### src/hdl/assert_macros.svh
// Assertion macros shared by the Hill cipher RTL.
// No dependencies; the assertions compile away when SYNTHESIS is defined.
`ifndef ASSERT_MACROS_SVH
`define ASSERT_MACROS_SVH
`ifndef SYNTHESIS
// Checks that a property holds at every rising clock edge outside reset.
`define HC_ASSERT(lbl, clk, rst_n, prop) \
    lbl: assert property (@(posedge clk) disable iff (!rst_n) prop) \
        else $error("hill cipher assertion failed");
// Checks that a condition is never seen at a rising clock edge outside reset.
`define HC_ASSERT_NEVER(lbl, clk, rst_n, cond) \
    lbl: assert property (@(posedge clk) disable iff (!rst_n) !(cond)) \
        else $error("hill cipher forbidden condition seen");
`else
`define HC_ASSERT(lbl, clk, rst_n, prop)
`define HC_ASSERT_NEVER(lbl, clk, rst_n, cond)
`endif
`endif

### src/hdl/hc2_pkg.sv
// Types, constants and mod-26 helper functions for the 2x2 Hill cipher.
// No dependencies; used by the key register file and the top level.
package hc2_pkg;

    localparam int unsigned ALPHABET = 26;
    // Bias that keeps the determinant sum non-negative.
    localparam int unsigned DET_BIAS = ALPHABET * ALPHABET;
    // floor(2^16 / 26): reciprocal used for the constant division.
    localparam int unsigned RECIP26 = 2520;

    typedef logic [4:0] letter_t;

    typedef enum logic
    {
        CMD_ENCRYPT = 1'b0,
        CMD_DECRYPT = 1'b1
    } cmd_t;

    typedef enum logic [1:0]
    {
        REG_KEY_TOP_LEFT     = 2'd0,
        REG_KEY_TOP_RIGHT    = 2'd1,
        REG_KEY_BOTTOM_LEFT  = 2'd2,
        REG_KEY_BOTTOM_RIGHT = 2'd3
    } cfg_index_t;

    typedef struct packed
    {
        letter_t top_left;
        letter_t top_right;
        letter_t bottom_left;
        letter_t bottom_right;
    } key_t;

    // Reduces a 5-bit value into 0..25; one subtraction is enough below 32.
    function automatic letter_t reduce_letter(input logic [4:0] v);
        return (v >= 5'(ALPHABET)) ? v - 5'(ALPHABET) : v;
    endfunction

    // Residue mod 26 of a value up to 1301. The reciprocal estimate of the
    // quotient is low by at most one, so one correction finishes the job.
    function automatic letter_t mod26(input logic [10:0] x);
        logic [21:0] prod;
        logic [5:0]  quot;
        logic [10:0] rem;
        prod = 22'(x) * 22'(RECIP26);
        quot = prod[21:16];
        rem  = x - 11'(quot) * 11'(ALPHABET);
        return (rem >= 11'(ALPHABET)) ? 5'(rem - 11'(ALPHABET)) : 5'(rem);
    endfunction

    // Inverse of a residue mod 26; zero where no inverse exists.
    function automatic letter_t inverse_mod26(input letter_t det);
        letter_t inv;
        case (det)
            5'd1:    inv = 5'd1;
            5'd3:    inv = 5'd9;
            5'd5:    inv = 5'd21;
            5'd7:    inv = 5'd15;
            5'd9:    inv = 5'd3;
            5'd11:   inv = 5'd19;
            5'd15:   inv = 5'd7;
            5'd17:   inv = 5'd23;
            5'd19:   inv = 5'd11;
            5'd21:   inv = 5'd5;
            5'd23:   inv = 5'd17;
            5'd25:   inv = 5'd25;
            default: inv = 5'd0;
        endcase
        return inv;
    endfunction

    // Additive inverse of a residue, itself kept as a residue.
    function automatic letter_t neg_mod26(input letter_t v);
        return (v == 5'd0) ? 5'd0 : 5'(ALPHABET) - v;
    endfunction

endpackage

### src/hdl/hc2_if.sv
// Valid/ready channel interfaces for letter-pair requests and results.
// No dependencies.
interface hc2_pair_if;
    logic       valid;
    logic       ready;
    logic       command;
    logic [4:0] first_letter;
    logic [4:0] second_letter;

    modport source (output valid, output command, output first_letter,
                    output second_letter, input ready);
    modport sink   (input valid, input command, input first_letter,
                    input second_letter, output ready);
endinterface

interface hc2_result_if;
    logic       valid;
    logic       ready;
    logic [4:0] first_out;
    logic [4:0] second_out;
    logic       key_not_invertible;

    modport source (output valid, output first_out, output second_out,
                    output key_not_invertible, input ready);
    modport sink   (input valid, input first_out, input second_out,
                    input key_not_invertible, output ready);
endinterface

### src/hdl/hc2_key_regs.sv
// Key matrix register file written through the plain configuration port.
// Depends on hc2_pkg; presents the key already reduced mod 26.
module hc2_key_regs
(
    input  logic               clk,
    input  logic               rst_n,
    input  logic               cfg_we,
    input  hc2_pkg::cfg_index_t cfg_index,
    input  logic [4:0]         cfg_data,
    output hc2_pkg::key_t      key
);
    import hc2_pkg::*;

    key_t key_reg;
    key_t key_next;

    // Write decode: one register per index.
    always_comb
    begin
        key_next = key_reg;
        if (cfg_we)
        begin
            unique case (cfg_index)
                REG_KEY_TOP_LEFT:     key_next.top_left     = cfg_data;
                REG_KEY_TOP_RIGHT:    key_next.top_right    = cfg_data;
                REG_KEY_BOTTOM_LEFT:  key_next.bottom_left  = cfg_data;
                REG_KEY_BOTTOM_RIGHT: key_next.bottom_right = cfg_data;
                default:              key_next = key_reg;
            endcase
        end
    end

    // The key resets to the identity matrix.
    always_ff @(posedge clk or negedge rst_n)
    begin
        if (!rst_n)
        begin
            key_reg.top_left     <= 5'd1;
            key_reg.top_right    <= 5'd0;
            key_reg.bottom_left  <= 5'd0;
            key_reg.bottom_right <= 5'd1;
        end
        else
        begin
            key_reg <= key_next;
        end
    end

    // Values above 25 behave as their residue.
    always_comb
    begin
        key.top_left     = reduce_letter(key_reg.top_left);
        key.top_right    = reduce_letter(key_reg.top_right);
        key.bottom_left  = reduce_letter(key_reg.bottom_left);
        key.bottom_right = reduce_letter(key_reg.bottom_right);
    end

endmodule

### src/hdl/hill_cipher_2x2_mod26.sv
// 2x2 Hill cipher over a 26-letter alphabet; depends on hc2_pkg, hc2_if,
// hc2_key_regs and assert_macros.svh.
// Usage: each request on the pair channel carries a command (encrypt or
// decrypt) and two letter codes; each yields exactly one item on the result
// channel, in order. The key matrix is written through cfg_we, cfg_index and
// cfg_data while no request is in flight, and resets to the identity matrix.
// Decrypting with a key whose determinant has no inverse mod 26 returns zero
// letters with key_not_invertible set.
// A request passes through six register stages in order (key products,
// determinant and inverse lookup, adjugate products, their reduction, the
// matrix-vector products, and the final reduction into the output register);
// the accepting edge loads the first, and the result is presented from the
// output register. One request is accepted every cycle while pair.ready is
// high. Each stage has its own valid bit, so when the receiver stalls the
// pipeline keeps filling its empty stages and lowers pair.ready only once
// all six are full; nothing is dropped or repeated. Reset empties the
// pipeline at once.
`include "assert_macros.svh"

module hill_cipher_2x2_mod26
(
    input  logic                clk,
    input  logic                rst_n,
    input  logic                cfg_we,
    input  hc2_pkg::cfg_index_t cfg_index,
    input  logic [4:0]          cfg_data,
    hc2_pair_if.sink            pair,
    hc2_result_if.source        result
);
    import hc2_pkg::*;

    key_t key;

    logic [6:1] valid_reg;
    logic [6:1] valid_next;
    logic [6:1] valid_shift;
    logic [6:1] advance;

    // Stage 1: reduced operands and determinant products.
    cmd_t        s1_cmd_reg;
    letter_t     s1_p0_reg, s1_p1_reg;
    key_t        s1_key_reg;
    logic [9:0]  s1_ad_reg, s1_bc_reg;
    // Stage 2: inverse determinant and flag.
    cmd_t        s2_cmd_reg;
    letter_t     s2_p0_reg, s2_p1_reg;
    key_t        s2_key_reg;
    letter_t     s2_inv_reg;
    logic        s2_flag_reg;
    letter_t     s2_inv_next;
    // Stage 3: raw matrix entries.
    logic [9:0]  s3_pr00_reg, s3_pr01_reg, s3_pr10_reg, s3_pr11_reg;
    letter_t     s3_p0_reg, s3_p1_reg;
    logic        s3_flag_reg;
    // Stage 4: reduced matrix entries.
    letter_t     s4_m00_reg, s4_m01_reg, s4_m10_reg, s4_m11_reg;
    letter_t     s4_p0_reg, s4_p1_reg;
    logic        s4_flag_reg;
    // Stage 5: row sums.
    logic [10:0] s5_acc0_reg, s5_acc1_reg;
    logic        s5_flag_reg;
    // Stage 6: output register.
    letter_t     s6_first_reg, s6_second_reg;
    logic        s6_flag_reg;

    hc2_key_regs u_key_regs
    (
        .clk       (clk),
        .rst_n     (rst_n),
        .cfg_we    (cfg_we),
        .cfg_index (cfg_index),
        .cfg_data  (cfg_data),
        .key       (key)
    );

    // A stage moves on when it is empty or the next stage moves on.
    always_comb
    begin
        advance[6] = !valid_reg[6] || result.ready;
        for (int k = 5; k >= 1; k--)
        begin
            advance[k] = !valid_reg[k] || advance[k + 1];
        end
        valid_shift = {valid_reg[5:1], pair.valid};
        valid_next  = (advance & valid_shift) | (~advance & valid_reg);
    end

    assign pair.ready = advance[1];

    always_ff @(posedge clk or negedge rst_n)
    begin
        if (!rst_n)
        begin
            valid_reg <= '0;
        end
        else
        begin
            valid_reg <= valid_next;
        end
    end

    // Stage 1: reduce the letters and form a*d and b*c.
    always_ff @(posedge clk)
    begin
        if (advance[1] && valid_shift[1])
        begin
            s1_cmd_reg <= cmd_t'(pair.command);
            s1_p0_reg  <= reduce_letter(pair.first_letter);
            s1_p1_reg  <= reduce_letter(pair.second_letter);
            s1_key_reg <= key;
            s1_ad_reg  <= 10'(key.top_left) * 10'(key.bottom_right);
            s1_bc_reg  <= 10'(key.top_right) * 10'(key.bottom_left);
        end
    end

    // Stage 2: determinant mod 26 and its inverse from the table.
    assign s2_inv_next = inverse_mod26(mod26(11'(s1_ad_reg) + 11'(DET_BIAS)
                                             - 11'(s1_bc_reg)));

    always_ff @(posedge clk)
    begin
        if (advance[2] && valid_shift[2])
        begin
            s2_cmd_reg  <= s1_cmd_reg;
            s2_p0_reg   <= s1_p0_reg;
            s2_p1_reg   <= s1_p1_reg;
            s2_key_reg  <= s1_key_reg;
            s2_inv_reg  <= s2_inv_next;
            s2_flag_reg <= (s1_cmd_reg == CMD_DECRYPT) && (s2_inv_next == 5'd0);
        end
    end

    // Stage 3: the key itself, or the adjugate scaled by the inverse.
    always_ff @(posedge clk)
    begin
        if (advance[3] && valid_shift[3])
        begin
            if (s2_cmd_reg == CMD_DECRYPT)
            begin
                s3_pr00_reg <= 10'(s2_key_reg.bottom_right) * 10'(s2_inv_reg);
                s3_pr01_reg <= 10'(neg_mod26(s2_key_reg.top_right)) * 10'(s2_inv_reg);
                s3_pr10_reg <= 10'(neg_mod26(s2_key_reg.bottom_left)) * 10'(s2_inv_reg);
                s3_pr11_reg <= 10'(s2_key_reg.top_left) * 10'(s2_inv_reg);
            end
            else
            begin
                s3_pr00_reg <= 10'(s2_key_reg.top_left);
                s3_pr01_reg <= 10'(s2_key_reg.top_right);
                s3_pr10_reg <= 10'(s2_key_reg.bottom_left);
                s3_pr11_reg <= 10'(s2_key_reg.bottom_right);
            end
            s3_p0_reg   <= s2_p0_reg;
            s3_p1_reg   <= s2_p1_reg;
            s3_flag_reg <= s2_flag_reg;
        end
    end

    // Stage 4: reduce the matrix entries mod 26.
    always_ff @(posedge clk)
    begin
        if (advance[4] && valid_shift[4])
        begin
            s4_m00_reg  <= mod26(11'(s3_pr00_reg));
            s4_m01_reg  <= mod26(11'(s3_pr01_reg));
            s4_m10_reg  <= mod26(11'(s3_pr10_reg));
            s4_m11_reg  <= mod26(11'(s3_pr11_reg));
            s4_p0_reg   <= s3_p0_reg;
            s4_p1_reg   <= s3_p1_reg;
            s4_flag_reg <= s3_flag_reg;
        end
    end

    // Stage 5: matrix times the letter pair.
    always_ff @(posedge clk)
    begin
        if (advance[5] && valid_shift[5])
        begin
            s5_acc0_reg <= 11'(10'(s4_m00_reg) * 10'(s4_p0_reg))
                         + 11'(10'(s4_m01_reg) * 10'(s4_p1_reg));
            s5_acc1_reg <= 11'(10'(s4_m10_reg) * 10'(s4_p0_reg))
                         + 11'(10'(s4_m11_reg) * 10'(s4_p1_reg));
            s5_flag_reg <= s4_flag_reg;
        end
    end

    // Stage 6: final reduction; a singular key gives zero letters.
    always_ff @(posedge clk)
    begin
        if (advance[6] && valid_shift[6])
        begin
            s6_first_reg  <= s5_flag_reg ? 5'd0 : mod26(s5_acc0_reg);
            s6_second_reg <= s5_flag_reg ? 5'd0 : mod26(s5_acc1_reg);
            s6_flag_reg   <= s5_flag_reg;
        end
    end

    assign result.valid              = valid_reg[6];
    assign result.first_out          = s6_first_reg;
    assign result.second_out         = s6_second_reg;
    assign result.key_not_invertible = s6_flag_reg;

    // Checks on the pipeline.
    `HC_ASSERT(a_flag_zeroes, clk, rst_n,
        result.valid && result.key_not_invertible
        |-> (result.first_out == 5'd0) && (result.second_out == 5'd0))
    `HC_ASSERT(a_out_range, clk, rst_n,
        result.valid |-> (result.first_out < 5'd26) && (result.second_out < 5'd26))
    `HC_ASSERT(a_inv_odd, clk, rst_n, valid_reg[2] |-> (s2_inv_reg == 5'd0) || s2_inv_reg[0])
    `HC_ASSERT(a_flag_decrypt, clk, rst_n, valid_reg[2] && s2_flag_reg |-> (s2_cmd_reg == CMD_DECRYPT))
    `HC_ASSERT_NEVER(a_full_accept, clk, rst_n, (&valid_reg) && !result.ready && pair.ready)

endmodule
### src/flat_wrapper.sv
// flat-port wrapper written by rule: the top's interface ports become plain ports
module hill_cipher_2x2_mod26_flat import hc2_pkg::*;
  (clk, rst_n, cfg_we, cfg_index, cfg_data, pair_valid, pair_command, pair_first_letter, pair_second_letter, pair_ready, result_valid, result_first_out, result_second_out, result_key_not_invertible, result_ready);
  hc2_pair_if pair_i ();
  hc2_result_if result_i ();
  input  logic clk;
  input  logic rst_n;
  input  logic cfg_we;
  input  hc2_pkg::cfg_index_t cfg_index;
  input  logic [4:0] cfg_data;
  input wire logic [$bits(pair_i.valid)-1:0] pair_valid;
  input wire logic [$bits(pair_i.command)-1:0] pair_command;
  input wire logic [$bits(pair_i.first_letter)-1:0] pair_first_letter;
  input wire logic [$bits(pair_i.second_letter)-1:0] pair_second_letter;
  output wire logic [$bits(pair_i.ready)-1:0] pair_ready;
  output wire logic [$bits(result_i.valid)-1:0] result_valid;
  output wire logic [$bits(result_i.first_out)-1:0] result_first_out;
  output wire logic [$bits(result_i.second_out)-1:0] result_second_out;
  output wire logic [$bits(result_i.key_not_invertible)-1:0] result_key_not_invertible;
  input wire logic [$bits(result_i.ready)-1:0] result_ready;
  assign pair_i.valid = pair_valid;
  assign pair_i.command = pair_command;
  assign pair_i.first_letter = pair_first_letter;
  assign pair_i.second_letter = pair_second_letter;
  assign pair_ready = pair_i.ready;
  assign result_valid = result_i.valid;
  assign result_first_out = result_i.first_out;
  assign result_second_out = result_i.second_out;
  assign result_key_not_invertible = result_i.key_not_invertible;
  assign result_i.ready = result_ready;
  hill_cipher_2x2_mod26 u_core (.clk(clk), .rst_n(rst_n), .cfg_we(cfg_we), .cfg_index(cfg_index), .cfg_data(cfg_data), .pair(pair_i), .result(result_i));
endmodule
### config.mk
export PLATFORM = sky130hd
export DESIGN_NAME = hill_cipher_2x2_mod26_flat
export DESIGN_NICKNAME = d
export VERILOG_FILES = /design/src/hdl/hc2_pkg.sv /design/src/hdl/hc2_if.sv /design/src/hdl/hc2_key_regs.sv /design/src/hdl/hill_cipher_2x2_mod26.sv /design/src/flat_wrapper.sv
export VERILOG_INCLUDE_DIRS = /design/src /design/src/hdl
export SDC_FILE = /design/constraint.sdc
export NUM_CORES = 1
export LEC_CHECK = 0
export BUFFER_PORTS_ARGS = -buffer_cell sky130_fd_sc_hd__buf_2
export CORE_MARGIN = 2
export CORE_UTILIZATION = 34
export CTS_BUF_LIST = sky130_fd_sc_hd__clkbuf_16
export CTS_CLUSTER_SIZE = 30
export DETAILED_ROUTE_END_ITERATION = 10
export PLACE_DENSITY = 0.59
export SYNTH_ARGS = -nofsm -noshare
export SYNTH_HDL_FRONTEND = slang
export SYNTH_SLANG_ARGS = --single-unit
### constraint.sdc
create_clock -name clk -period 14.4 [get_ports clk]
set_input_delay 1.44 -clock clk [delete_from_list [all_inputs] [get_ports clk]]
set_output_delay 1.44 -clock clk [all_outputs]
set_load 0.02 [all_outputs]
After elaboration in Yosys (flattened, before gate mapping)
Memories as Yosys holds them, arrays and structs flattened.
Cells that the tools add are included.
{"block": "word_totals", "regBits": 230, "romBits": 160, "in_bits": 23, "out_inout_bits": 13, "word_cells": 164, "n_memories": 1}
{"block": "op_classes", "n_addsub": 26, "multipliers": 24, "n_lt_le_gt_ge": 13, "eq_ne": 3, "muxes": 19, "bitwise_logic": 4, "n_reduce_logical": 27}
{"memory": "(name not given)", "words": 32, "word_bits": 5, "rd": 1, "rd_ports_with_merged_regs": 0, "wr": 0, "line_no": "hc2_pkg.sv:55", "text": "case (det)"}
{"cell": "$mul 5x5->10", "count": 10}
{"cell": "$mux 5", "count": 19}
{"cell": "$ge 11x5->1 const B", "count": 7}
{"cell": "$mul 10x9->19 const B", "count": 4}
{"cell": "$mul 6x4->10 const B", "count": 7}
{"cell": "$sub 5x5->5 const B", "count": 13}
{"cell": "$mul 11x9->19 const B", "count": 3}
{"cell": "$sub 10x11->11", "count": 4}
{"cell": "$sub 11x11->11", "count": 3}
{"cell": "$ge 5x5->1 const B", "count": 6}
{"cell": "$add 10x10->11", "count": 2}
{"cell": "$logic_not 5->1", "count": 3}
{"cell": "$and 6x6->6", "count": 2}
{"cell": "$add 10x10->11 const B", "count": 1}
{"cell": "$sub 11x10->11", "count": 1}
{"cell": "$sub 5x5->5 const A", "count": 2}
{"cell": "$reduce_and 2->1", "count": 4}
{"cell": "$logic_and 1x1->1", "count": 7}
{"cell": "$logic_not 1->1", "count": 6}
{"cell": "$logic_or 1x1->1", "count": 6}
{"cell": "$not 6->6", "count": 1}
{"cell": "$or 6x6->6", "count": 1}
{"cell": "$eq 2x2->1 const B", "count": 2}
{"cell": "$eq 2x1->1 const B", "count": 1}
{"cell": "$logic_not 2->1", "count": 1}

Longest topological paths before layout
Gate-level depths: netlist (run 1).
{"block": "depth", "depth_word": 10, "ltp_mapped": 47}

By module
From an unflattened synthesis (run 1), not the netlist that was laid out.
{"block": "unflattened", "hier_cells": 3357, "hier_area_um2": 33842.5}
{"mod": "hill_cipher_2x2_mod26", "instances": 1, "cells_per_inst": 3251, "area_each_um2": 32700.1, "seq_area_each_um2": 6276.0}
{"mod": "hc2_key_regs", "instances": 1, "cells_per_inst": 106, "area_each_um2": 1142.3, "seq_area_each_um2": 503.0}

Worst setup path before layout (run 1)
No wires, ideal clock.
{"block": "synth_path", "path_kind": "register to register", "from": "reg u_core.s1_ad_reg[1]", "to": "reg u_core.s2_inv_reg[1] (data pin)", "setup_time_ns": 0.146, "arrival_time_ns": 9.316, "path_slack_ns": 4.938, "stages_incl_launch_ff": 44, "n_path_buf": 1, "synth_period_minus_slack_ns": 9.462, "path_cell_list": "edfxtp_1 > ha_1 > ha_1 > fa_1 > a21o_1 > a21oi_1 > xor2_1 > inv_1 > ha_1 > fa_1 > ha_1 > inv_1 > fa_1 > inv_1 > ha_1 > a41o_1 > a21o_1 > a21o_1 > [8 not listed] > inv_1 > fa_1 > inv_1 > ha_1 > nor2b_1 > o21a_1 > o21a_1 > or2_2 > ha_1 > a21oi_1 > o21ai_1 > maj3_2 > xnor2_2 > and3_4 > buf_12 > o31ai_2 > a2111oi_2 > o2bb2ai_1"}
{"block": "synth_via", "elab_chain_len": 8, "word_cells_on_any_way": 9, "classes_between": "add/sub: 4; mul: 2; order compare: 1; mux: 1; memory: 1"}
{"item": "start: declaration", "line_no": "hill_cipher_2x2_mod26.sv:43", "text": "logic [9:0] s1_ad_reg, s1_bc_reg;"}
{"item": "start signal: assignment", "line_no": "hill_cipher_2x2_mod26.sv:111", "text": "s1_ad_reg <= 10'(key.top_left) * 10'(key.bottom_right);"}
{"item": "$add 10x10->11 *", "line_no": "hill_cipher_2x2_mod26.sv:117", "text": "assign s2_inv_next = inverse_mod26(mod26(11'(s1_ad_reg) + 11'(DET_BIAS)"}
{"item": "$sub 11x10->11 *", "line_no": "hill_cipher_2x2_mod26.sv:118", "text": "- 11'(s1_bc_reg)));"}
{"item": "$mul 11x9->19", "line_no": "hc2_pkg.sv:46", "text": "prod = 22'(x) * 22'(RECIP26);"}
{"item": "$mul 6x4->10", "line_no": "hc2_pkg.sv:48", "text": "rem = x - 11'(quot) * 11'(ALPHABET);"}
{"item": "$sub 11x11->11 *", "line_no": "hc2_pkg.sv:48"}
{"item": "$ge 11x5->1 or $sub 5x5->5 (tied branches)", "line_no": "hc2_pkg.sv:49", "text": "return (rem >= 11'(ALPHABET)) ? 5'(rem - 11'(ALPHABET)) : 5'(rem);"}
{"item": "$mux 5 *", "line_no": "hc2_pkg.sv:49"}
{"item": "$mem_v2 32x5 *"}
{"item": "via u_core.s2_inv_next[1]", "line_no": "hill_cipher_2x2_mod26.sv:50", "text": "letter_t s2_inv_next;"}
{"item": "end signal: assignment", "line_no": "hill_cipher_2x2_mod26.sv:128", "text": "s2_inv_reg <= s2_inv_next;"}
{"item": "end: declaration", "line_no": "hill_cipher_2x2_mod26.sv:48", "text": "letter_t s2_inv_reg;"}
Mark *: on every way through the listed nets, which the timed path passes. The rest lies on a longest branch.
A chain may end at the register's enable or synchronous reset.

Final worst setup path (run 1)
{"block": "layout_path", "from": "reg u_core.s1_bc_reg[1]", "to": "reg u_core.s2_inv_reg[4] (data pin)"}
{"block": "layout_via", "elab_chain_len": 7, "word_cells_on_any_way": 8, "classes_between": "add/sub: 3; mul: 2; order compare: 1; mux: 1; memory: 1"}
{"item": "start: declaration", "line_no": "hill_cipher_2x2_mod26.sv:43"}
{"item": "start signal: assignment", "line_no": "hill_cipher_2x2_mod26.sv:112", "text": "s1_bc_reg <= 10'(key.top_right) * 10'(key.bottom_left);"}
{"item": "$sub 11x10->11 *", "line_no": "hill_cipher_2x2_mod26.sv:118"}
{"item": "$mul 11x9->19", "line_no": "hc2_pkg.sv:46"}
{"item": "$mul 6x4->10", "line_no": "hc2_pkg.sv:48"}
{"item": "$sub 11x11->11 *", "line_no": "hc2_pkg.sv:48"}
{"item": "$ge 11x5->1 or $sub 5x5->5 (tied branches)", "line_no": "hc2_pkg.sv:49"}
{"item": "$mux 5 *", "line_no": "hc2_pkg.sv:49"}
{"item": "$mem_v2 32x5 *"}
{"item": "via u_core.s2_inv_next[4]", "line_no": "hill_cipher_2x2_mod26.sv:50"}
Marked as above.

==> results of run 1 <==
==> through the flow <==
step / hold slack [ns] / cells / instance area [µm²] / worst slack (ns)
after floorplan: 0.400 / 3343 / 33600 / 4.94
after global placement: 0.402 / 4647 / 35400 / 4.21
after detailed placement: 0.405 / 4647 / 35400 / 4.11
after CTS: 0.419 / 4693 / 36300 / 4.06
after global routing: 0.423 / 4693 / 36300 / 3.44
final: 0.417 / 4694 / 36300 / 4.11
==> worst paths after layout <==
| kind | cells after the start | slack [ns] | endpoint | startpoint |
|---|---|---|---|---|
| max in group asynchronous | 1 | 13.03 | async pin | rst_n |
| worst min-delay path | 0 | 0.42 | u_core.s2_p0_reg[2]$_DFFE_PP_ | u_core.s1_p0_reg[2]$_DFFE_PP_ |
| worst max-delay path | 43 | 4.11 | u_core.s2_inv_reg[4]$_DFFE_PP_ | u_core.s1_bc_reg[1]$_DFFE_PP_ |
| worst min register to register | 0 | 0.42 | u_core.s2_p0_reg[2]$_DFFE_PP_ | u_core.s1_p0_reg[2]$_DFFE_PP_ |
| min in group asynchronous | 1 | 0.89 | u_core.u_key_regs.key_reg[11]$_DFFE_PN0P_ | rst_n |
| worst max register to register | 43 | 4.11 | u_core.s2_inv_reg[4]$_DFFE_PP_ | u_core.s1_bc_reg[1]$_DFFE_PP_ |
==> cell usage in the layout (no fill, tap or decap), types with 8 or more instances in the layout <==
cell and instances:
sky130_fd_sc_hd__o31ai_1 12, sky130_fd_sc_hd__nand2b_1 26, sky130_fd_sc_hd__and2_1 145, sky130_fd_sc_hd__ha_1 688, sky130_fd_sc_hd__dfrtp_1 24, sky130_fd_sc_hd__a21boi_0 17, sky130_fd_sc_hd__a31oi_1 8, sky130_fd_sc_hd__edfxtp_1 204
sky130_fd_sc_hd__nor2_1 98, sky130_fd_sc_hd__a211oi_1 15, sky130_fd_sc_hd__a21oi_1 151, sky130_fd_sc_hd__fa_1 351, sky130_fd_sc_hd__inv_1 774, sky130_fd_sc_hd__mux2i_1 14, sky130_fd_sc_hd__xnor2_1 115, sky130_fd_sc_hd__a21o_1 81
sky130_fd_sc_hd__o21ai_0 70, sky130_fd_sc_hd__nor3_1 19, sky130_fd_sc_hd__nor2b_1 38, sky130_fd_sc_hd__clkbuf_16 26, sky130_fd_sc_hd__nand2_1 166, sky130_fd_sc_hd__o21bai_1 41, sky130_fd_sc_hd__buf_2 35, sky130_fd_sc_hd__o21a_1 13
sky130_fd_sc_hd__nand3_1 23, sky130_fd_sc_hd__mux2_2 27, sky130_fd_sc_hd__xor2_1 71, sky130_fd_sc_hd__buf_4 8
==> cell type report <==
| class | count | area [µm²] | share of cell area, % |
|---|---|---|---|
| timing repair buffer | 43 | 235 | 0.648 |
| sequential | 230 | 6780 | 18.7 |
| inverter | 774 | 2910 | 8.01 |
| clock buffer | 26 | 651 | 1.79 |
| multi-input combinational | 2313 | 23800 | 65.7 |
| clock inverter | 20 | 259 | 0.714 |
| antenna | 1 | 2.50 | 0.00690 |
| tap | 1287 | 1610 | 4.44 |
==> routing by layer <==
layer / GRT usage, % / vias to the layer above
met3: 1.86 / 60
met1: 17.0 / 10400
met5: 0 / -
li1: - / 11000
met2: 21.4 / 186
met4: 1.55 / 14
==> synthesized netlist by cell type, drive strengths merged, types with 71 or more instances <==
cell | instances | area [µm²]
ha | 688 | 8610
a21oi | 153 | 773
a21o | 81 | 608
fa | 351 | 7030
inv | 773 | 2900
nor2 | 98 | 368
o21ai | 74 | 370
and2 | 148 | 926
xnor2 | 117 | 1040
xor2 | 71 | 622
edfxtp | 204 | 6130
nand2 | 167 | 629
==> kinds of logic (layout without fill, tap and decap cells) <==
kind of cell | count (synthesis) | in the layout | synth area share, %
compound gates | 480 | 480 | 9.44
xor+xnor | 190 | 190 | 5.08
fa+ha+maj | 1042 | 1042 | 46.6
buf+inv | 800 | 863 | 8.98
flops | 230 | 230 | 20.2
mux | 41 | 41 | 1.32
other cells | 0 | 1 | 0
simple gates | 560 | 560 | 8.42
==> flow_metrics.env, run 1 <==
export IMPL_min_period_ns=10.29
export IMPL_gr_total_overflow=0
export IMPL_floorplan_core_area_um2=98100
export IMPL_timing_max_cap_violations=0
export IMPL_synth_ff_latch_count=230
export IMPL_routed_wl_met2_um=28000
export IMPL_dr_total_vias=21700
export IMPL_detailedRoute_firstIterationViolations=871
export IMPL_worst_skew_pair_latency_ns=0.58
export IMPL_initial_utilization_pct=34.3
export IMPL_ys_dominant_reg_cell="sky130_fd_sc_hd__edfxtp_1"
export IMPL_grt_first_pass_wirelength_um=107000
export IMPL_kind_of_cell_adding_the_most_delay_to_the_critical_path="adder cells"
export IMPL_mappedNetlistArea_um2=33600
export IMPL_worst_path_buf_inv=7
export IMPL_final_setup_tns_ns=0
export IMPL_design_portCount=36
export IMPL_post_cts_setup_buffer_count=0
export IMPL_gp_congestion=0.826
export IMPL_fmax_mhz=97.2
export IMPL_seq_area_frac_synth_pct=20.2
export IMPL_clock_tree_buffer_depth=3
export IMPL_place_detailed_hpwl_um=51300
export IMPL_end_kind="flip-flop"
export IMPL_total_routed_wirelength_um=60200
export IMPL_hold_class="reg2reg"
export IMPL_port_buffer_count=35
export IMPL_setup_viol_count_final=0
export IMPL_cts_repair_resize_count=0
export IMPL_cp_data_required_time_ns=14.82
export IMPL_fin_util_pct=37.0
export IMPL_max_slew_worst_pin_slew_ns=1.00
export IMPL_topRoutingLayerUsed="met5"
export IMPL_fp_dieW_um=318
export IMPL_cts_root_buf="sky130_fd_sc_hd__clkbuf_16"
export IMPL_final_antenna_net_count=0
export IMPL_die_height_um=318
export IMPL_grt_setup_unrepaired="false"
export IMPL_h_tree_depth=1
export IMPL_final_hold_violation_count=0
export IMPL_firstDrtPassIters=5
export IMPL_detail_route_vias_per_cell=4.63
export IMPL_syn_mean_instance_area_um2=10.1
export IMPL_layout_nets=4450
export IMPL_worst_path_largest_cell_delay_ns=0.58
export IMPL_synth_yosys_warnings=0
export IMPL_crit_arrival_ns=10.71
export IMPL_worst_path_max_fanout=9
export IMPL_post_route_cells_drive_above_1_share_pct=4.40
export IMPL_numCtsBuffers=26
export IMPL_antenna_found_initial=9
export IMPL_outcome="finished clean"
export IMPL_route_detailed_wl_per_inst_um=12.8
export IMPL_synthesized_nets=4405
export IMPL_final_min_period_over_clock_period_pct=71.4
export IMPL_syn_inst=3343
export IMPL_cp_start_kind="flip-flop"
export IMPL_floorplan_rows=115
export IMPL_worst_setup_hold_path_clk_slew_ns=0.06
export IMPL_drc=0
export IMPL_design_die_area_um2=101000
export IMPL_grt_max_degree=52
export IMPL_tritoncts="done"
export IMPL_maxSlewHeadroom_pct=33.2
export IMPL_skew_ns=0.0322
export IMPL_num_fill_cells=9807
export IMPL_first_global_vias=22500
export IMPL_ys_types=78
export IMPL_hold_buffers=0
export IMPL_routed_wl_met3_um=1970
export IMPL_timing_final_max_slew_violations=0
export IMPL_setup_worst_path_class="reg2reg"
export IMPL_grtUsageTotal_pct=12.5
export IMPL_synth_edf_count=204
export IMPL_tritoncts_num_sinks=230
export IMPL_postSynth_asyncResetShare_pct=11.3
export IMPL_critical_path_slowest_cell="sky130_fd_sc_hd__or4_1"
export IMPL_critical_path_top_cell_by_count="sky130_fd_sc_hd__inv_1"
export IMPL_flow_area_growth_from_synthesis_pct=7.93
export IMPL_wirelength_met1_um=29300
Power of run 1 is left out: the tool's default activity adds up to more than one toggle a clock period on the data nets, which glitch-free logic cannot reach.
==> inputs of run 2 (changes only) <==
- PLACE_DENSITY: 0.59 -> 0.61
- clock period: 14.4 -> 8.9 ns (I/O delays scaled with it)
==> run 2 against run 1 <==
Compared with the run above:
- the run now ends with negative setup slack left
- worst hold slack got worse by 0.076 ns
- maximum frequency grew 14%
- die area stayed put
- cell count is 1.9% higher
- largest cell class unchanged
==> flow_metrics.env, run 2 (synthesis gave the netlist of run 1 again) <==
export IMPL_h_tree_depth=1
export IMPL_timing_max_cap_violations=0
export IMPL_fmax_mhz=111
export IMPL_final_antenna_net_count=0
export IMPL_grtUsageTotal_pct=12.5
export IMPL_clock_tree_buffer_depth=3
export IMPL_fp_dieW_um=318
export IMPL_num_fill_cells=9693
export IMPL_worst_path_max_fanout=5
export IMPL_floorplan_rows=115
export IMPL_crit_arrival_ns=9.32
export IMPL_flow_area_growth_from_synthesis_pct=11.1
export IMPL_worst_path_largest_cell_delay_ns=0.55
export IMPL_numCtsBuffers=28
export IMPL_grt_setup_unrepaired="true"
export IMPL_layout_commonest_cell="sky130_fd_sc_hd__inv_1"
export IMPL_final_hold_violation_count=0
export IMPL_mostFrequentLayoutCells="760 x sky130_fd_sc_hd__inv_1, 678 x sky130_fd_sc_hd__ha_1, 348 x sky130_fd_sc_hd__fa_1"
export IMPL_port_buffer_count=35
export IMPL_post_route_cell_area_um2=37400
export IMPL_setup_slack_ns=-0.0857
export IMPL_drc=0
export IMPL_first_global_vias=22700
export IMPL_grt_max_degree=52
export IMPL_end_kind="flip-flop"
export IMPL_antenna_found_initial=6
export IMPL_hold_class="in2async"
export IMPL_max_slew_worst_pin_slew_ns=1.25
export IMPL_detail_route_vias_per_cell=4.63
export IMPL_post_route_cells_drive_above_1_share_pct=8.52
export IMPL_min_period_ns=8.99
export IMPL_gr_total_overflow=0
export IMPL_initial_utilization_pct=34.3
export IMPL_worst_skew_pair_latency_ns=0.58
export IMPL_tritoncts_num_sinks=230
export IMPL_setup_worst_path_class="reg2reg"
export IMPL_antennaDiodeCount=0
export IMPL_cp_start_kind="flip-flop"
export IMPL_placed_cell_area_um2=35900
export IMPL_cp_data_required_time_ns=9.23
export IMPL_outcome="finished, violations left"
export IMPL_total_routed_wirelength_um=61300
export IMPL_grt_first_pass_wirelength_um=108000
export IMPL_violations="negative setup slack"
export IMPL_die_height_um=318
export IMPL_place_detailed_hpwl_um=51900
export IMPL_detailedRoute_firstIterationViolations=749
export IMPL_hold_buffers=0
export IMPL_tritoncts="done"
export IMPL_floorplan_core_area_um2=98100
export IMPL_skew_ns=0.0189
export IMPL_cts_root_buf="sky130_fd_sc_hd__clkbuf_16"
export IMPL_maxSlewHeadroom_pct=16.5
export IMPL_design_portCount=36
export IMPL_route_detailed_wl_per_inst_um=12.8
export IMPL_setup_viol_count_final=6
export IMPL_firstDrtPassIters=5
export IMPL_stdcell_count=4783
export IMPL_critical_path_slowest_cell="sky130_fd_sc_hd__fa_1"
export IMPL_timing_final_max_slew_violations=0
export IMPL_fin_hold_ws_ns=0.341
export IMPL_design_die_area_um2=101000
export IMPL_final_min_period_over_clock_period_pct=101
export IMPL_gp_congestion=0.803
export IMPL_worst_setup_hold_path_clk_slew_ns=0.07
export IMPL_layout_nets=4536
export IMPL_dr_total_vias=22100
export IMPL_dp_cells=4703
[run 2: changes by cell type in the layout (fill, tap and decap cells not counted), sizes merged]
cell	before	now
inv	779	786
clkbuf	26	28
diode	1	0
bufinv	5	1
clkinv	8	9
and3	8	9
buf	43	126
[run 2: metal layers]
layer | up-vias | part of all wire, % | wire, µm | track usage, %
li1 | 11200 | - | - | -
met1 | 10600 | 48 | 29500 | 17.0
met2 | 207 | 47 | 28800 | 21.5
met3 | 66 | 3.6 | 2210 | 2.04
met4 | 12 | 1.3 | 799 | 1.69
met5 | - | 0.11 | 69 | 0
[run 2: final cells by class]
type	count	area [µm²]	share of cell area, %
Clock buffer	28	701	1.88
Clock inverter	24	248	0.663
Inverter	774	2910	7.78
Multi-Input combinational cell	2314	24200	64.9
Sequential cell	230	6780	18.1
Tap cell	1287	1610	4.31
Timing Repair Buffer	126	878	2.35
[run 2: what timing repair did]
action | 4_1_cts | 5_1_grt
pin swaps | 48 | 18
endpoints found under the setup margin | 6 | 15
gates cloned | 1 | 0
resized for setup | 25 | 29
buffers inserted | 10 | 17
[run 2: worst max-delay path: cells and delay by family (launching register included)]
kind / cells / cell delay (ns)
xor+xnor: 4 / 0.67
fa+ha+maj: 12 / 4.07
flops: 1 / 0.42
buf+inv: 8 / 0.67
simple gates: 7 / 1.09
compound gates: 10 / 1.64
mux: 1 / 0.20
[run 2: worst paths after layout]
path | end | slack (ns) | startpoint | depth (start not counted)
setup / recovery | u_core.s2_inv_reg[3]$_DFFE_PP_ | -0.09 | u_core.s1_ad_reg[1]$_DFFE_PP_ | 42
hold / removal | u_core.u_key_regs.key_reg[13]$_DFFE_PN0P_ | 0.34 | rst_n | 1
setup reg to reg | u_core.s2_inv_reg[3]$_DFFE_PP_ | -0.09 | u_core.s1_ad_reg[1]$_DFFE_PP_ | 42
hold reg to reg | u_core.s2_key_reg[9]$_DFFE_PP_ | 0.41 | u_core.s1_key_reg[9]$_DFFE_PP_ | 0
max in group asynchronous | async pin | 8.10 | rst_n | 1
min in group clk | u_core.s2_key_reg[9]$_DFFE_PP_ | 0.41 | u_core.s1_key_reg[9]$_DFFE_PP_ | 0
[run 2: per-stage QoR]
step,TNS (ns),utilization [%],setup slack [ns]
3_5_place_dp,-1.53,36.6,-0.320
6_report,-0.275,38.1,-0.0857
3_3_place_gp,-1.22,36.6,-0.267
2_1_floorplan,0,-,0.0299
4_1_cts,-0.200,37.8,-0.0595
5_1_grt,-2.43,38.1,-0.439
Power of run 2 is left out for the same reason.
==> inputs of run 3 (changes only) <==
- RECOVER_POWER: default -> 50
==> run 3 against run 2 <==
Compared with the run above:
- the run ends with max-capacitance violations, max-slew violations, negative setup slack left
- maximum frequency is essentially flat
- routed wire length grew 0.10%
- final area shrank 0.16%
- sequential share of layout area is essentially flat
- clock skew is essentially flat
- critical endpoint unchanged
==> flow_metrics.env, run 3 (synthesis gave the netlist of run 1 again) <==
export IMPL_outcome="finished, violations left"
export IMPL_violations="max-capacitance violations, max-slew violations, negative setup slack"
export IMPL_worst_setup_hold_path_clk_slew_ns=0.07
export IMPL_flow_area_growth_from_synthesis_pct=10.9
export IMPL_layout_commonest_cell="sky130_fd_sc_hd__inv_1"
export IMPL_critical_path_startpoint="u_core.s1_ad_reg[1]$_DFFE_PP_"
export IMPL_gr_total_overflow=0
export IMPL_route_detailed_wl_per_inst_um=12.8
export IMPL_design_die_area_um2=101000
export IMPL_setup_viol_count_final=6
export IMPL_h_tree_depth=1
export IMPL_r2r_cells=42
export IMPL_regToRegStartpoint="u_core.s1_ad_reg[1]$_DFFE_PP_"
export IMPL_worst_r2r_setup_slack_ns=-0.09
export IMPL_dpl_worst_slack_ns=-0.320
export IMPL_cp_data_required_time_ns=9.23
export IMPL_antennaDiodeCount=0
export IMPL_setup_worst_path_class="reg2reg"
export IMPL_placed_cell_area_um2=35900
export IMPL_total_routed_wirelength_um=61400
export IMPL_final_min_period_over_clock_period_pct=101
export IMPL_post_route_cells_drive_above_1_share_pct=7.69
export IMPL_tritoncts_num_sinks=230
export IMPL_timing_final_max_slew_violations=160
export IMPL_maxSlewHeadroom_pct=-133
export IMPL_hold_class="reg2reg"
export IMPL_layout_nets=4536
export IMPL_worst_path_max_fanout=5
export IMPL_post_route_cell_area_um2=37300
export IMPL_kind_of_cell_adding_the_most_delay_to_the_critical_path="adder cells"
export IMPL_final_hold_violation_count=0
export IMPL_cts_root_buf="sky130_fd_sc_hd__clkbuf_16"
export IMPL_min_period_ns=8.99
export IMPL_end_kind="flip-flop"
export IMPL_max_slew_worst_pin_slew_ns=3.48
export IMPL_initial_utilization_pct=34.3
export IMPL_crit_arrival_ns=9.32
export IMPL_drc=0
export IMPL_hold_buffers=0
export IMPL_worst_path_buf_inv=6
export IMPL_firstDrtPassIters=5
export IMPL_detailedRoute_firstIterationViolations=772
export IMPL_antenna_found_initial=6
export IMPL_worstReg2RegEnd="u_core.s2_inv_reg[3]$_DFFE_PP_"
export IMPL_critical_path_slowest_cell="sky130_fd_sc_hd__fa_1"
export IMPL_floorplan_rows=115
export IMPL_worst_path_largest_cell_delay_ns=0.51
export IMPL_numCtsBuffers=28
export IMPL_clock_tree_buffer_depth=3
export IMPL_timing_max_cap_violations=4
export IMPL_fp_dieW_um=318
export IMPL_skew_ns=0.0193
export IMPL_final_antenna_net_count=0
export IMPL_mostFrequentLayoutCells="760 x sky130_fd_sc_hd__inv_1, 678 x sky130_fd_sc_hd__ha_1, 348 x sky130_fd_sc_hd__fa_1"
export IMPL_grt_setup_unrepaired="true"
export IMPL_tritoncts="done"
export IMPL_dr_total_vias=22100
export IMPL_design_portCount=36
export IMPL_detail_route_vias_per_cell=4.62
export IMPL_grt_first_pass_wirelength_um=108000
export IMPL_regArea_um2=6780
export IMPL_gp_congestion=0.803
export IMPL_multi_input_logic_area_um2=24200
export IMPL_cp_start_kind="flip-flop"
export IMPL_floorplan_core_area_um2=98100
export IMPL_crit_path_end="u_core.s2_inv_reg[3]$_DFFE_PP_"
export IMPL_critical_path_top_cell_by_count="sky130_fd_sc_hd__ha_4"
export IMPL_die_height_um=318
export IMPL_fmax_mhz=111
export IMPL_fin_util_pct=38.0
export IMPL_worst_skew_pair_latency_ns=0.58
export IMPL_num_fill_cells=9707
export IMPL_final_setup_tns_ns=-0.284
export IMPL_place_detailed_hpwl_um=51900
export IMPL_timing_critical_path_depth=42
export IMPL_grtUsageTotal_pct=12.5
export IMPL_grt_max_degree=52
export IMPL_setup_slack_ns=-0.0906
export IMPL_first_global_vias=22700
export IMPL_port_buffer_count=35
-- run 3: cell types whose count changed in the layout (fill, tap and decap cells not counted), sizes merged --
cell / delta
clkbuf: +25
buf: -25
-- run 3: cell type report --
class,count,area share (%)
clock buffers,28,1.88
clock inverters,24,0.664
inverters,774,7.79
multi-input cells,2314,64.9
flip-flops and latches,230,18.2
well taps,1287,4.32
repair buffers,126,2.24
-- run 3: stage by stage --
stage | hold WS [ns] | std cells
floorplan | 0.400 | 3343
global placement | 0.401 | 4703
detailed placement | 0.405 | 4703
CTS | 0.322 | 4766
global route | 0.413 | 4783
finish | 0.407 | 4783
-- run 3: repair_timing --
action,in CTS,in global routing
buffers inserted,10,17
cloned,1,0
endpoints found under the setup margin,6,15
resized for setup,25,29
pin swaps,48,18
endpoints found under the hold margin,0,0
-- run 3: worst min path at each step --
stage                               startpoint  slack, ns  cells past startpoint                                         to
2_1_floorplan   u_core.s1_key_reg[0]$_DFFE_PP_       0.40                      0             u_core.s2_key_reg[0]$_DFFE_PP_
3_3_place_gp     u_core.s3_p1_reg[3]$_DFFE_PP_       0.40                      0              u_core.s4_p1_reg[3]$_DFFE_PP_
3_5_place_dp   u_core.s1_key_reg[10]$_DFFE_PP_       0.40                      0            u_core.s2_key_reg[10]$_DFFE_PP_
4_1_cts                                  rst_n       0.32                      1  u_core.u_key_regs.key_reg[13]$_DFFE_PN0P_
5_1_grt         u_core.s1_key_reg[3]$_DFFE_PP_       0.41                      0             u_core.s2_key_reg[3]$_DFFE_PP_
6_report        u_core.s1_key_reg[9]$_DFFE_PP_       0.41                      0             u_core.s2_key_reg[9]$_DFFE_PP_
-- run 3: worst register-to-register path, delay by kind of cell, from the launching register on --
family	cells	cell delay, ns
adders and majority gates	13	4.12
AOI/OAI and AO/OA	14	2.05
and+or+nand+nor	5	0.95
xor gates and xnor gates	3	0.65
DFF	1	0.42
buffers and inverters	6	0.37
muxes	1	0.21
-- run 3: metal layers --
layer  vias up  global-route usage (%)  routed length, µm
li1      11200                       -                  -
met1     10600                    17.0              29700
met2       187                    21.5              28800
met3        66                    2.04               2070
met4        12                    1.69                800
met5         -                       0                 69
Power of run 3 is left out for the same reason.
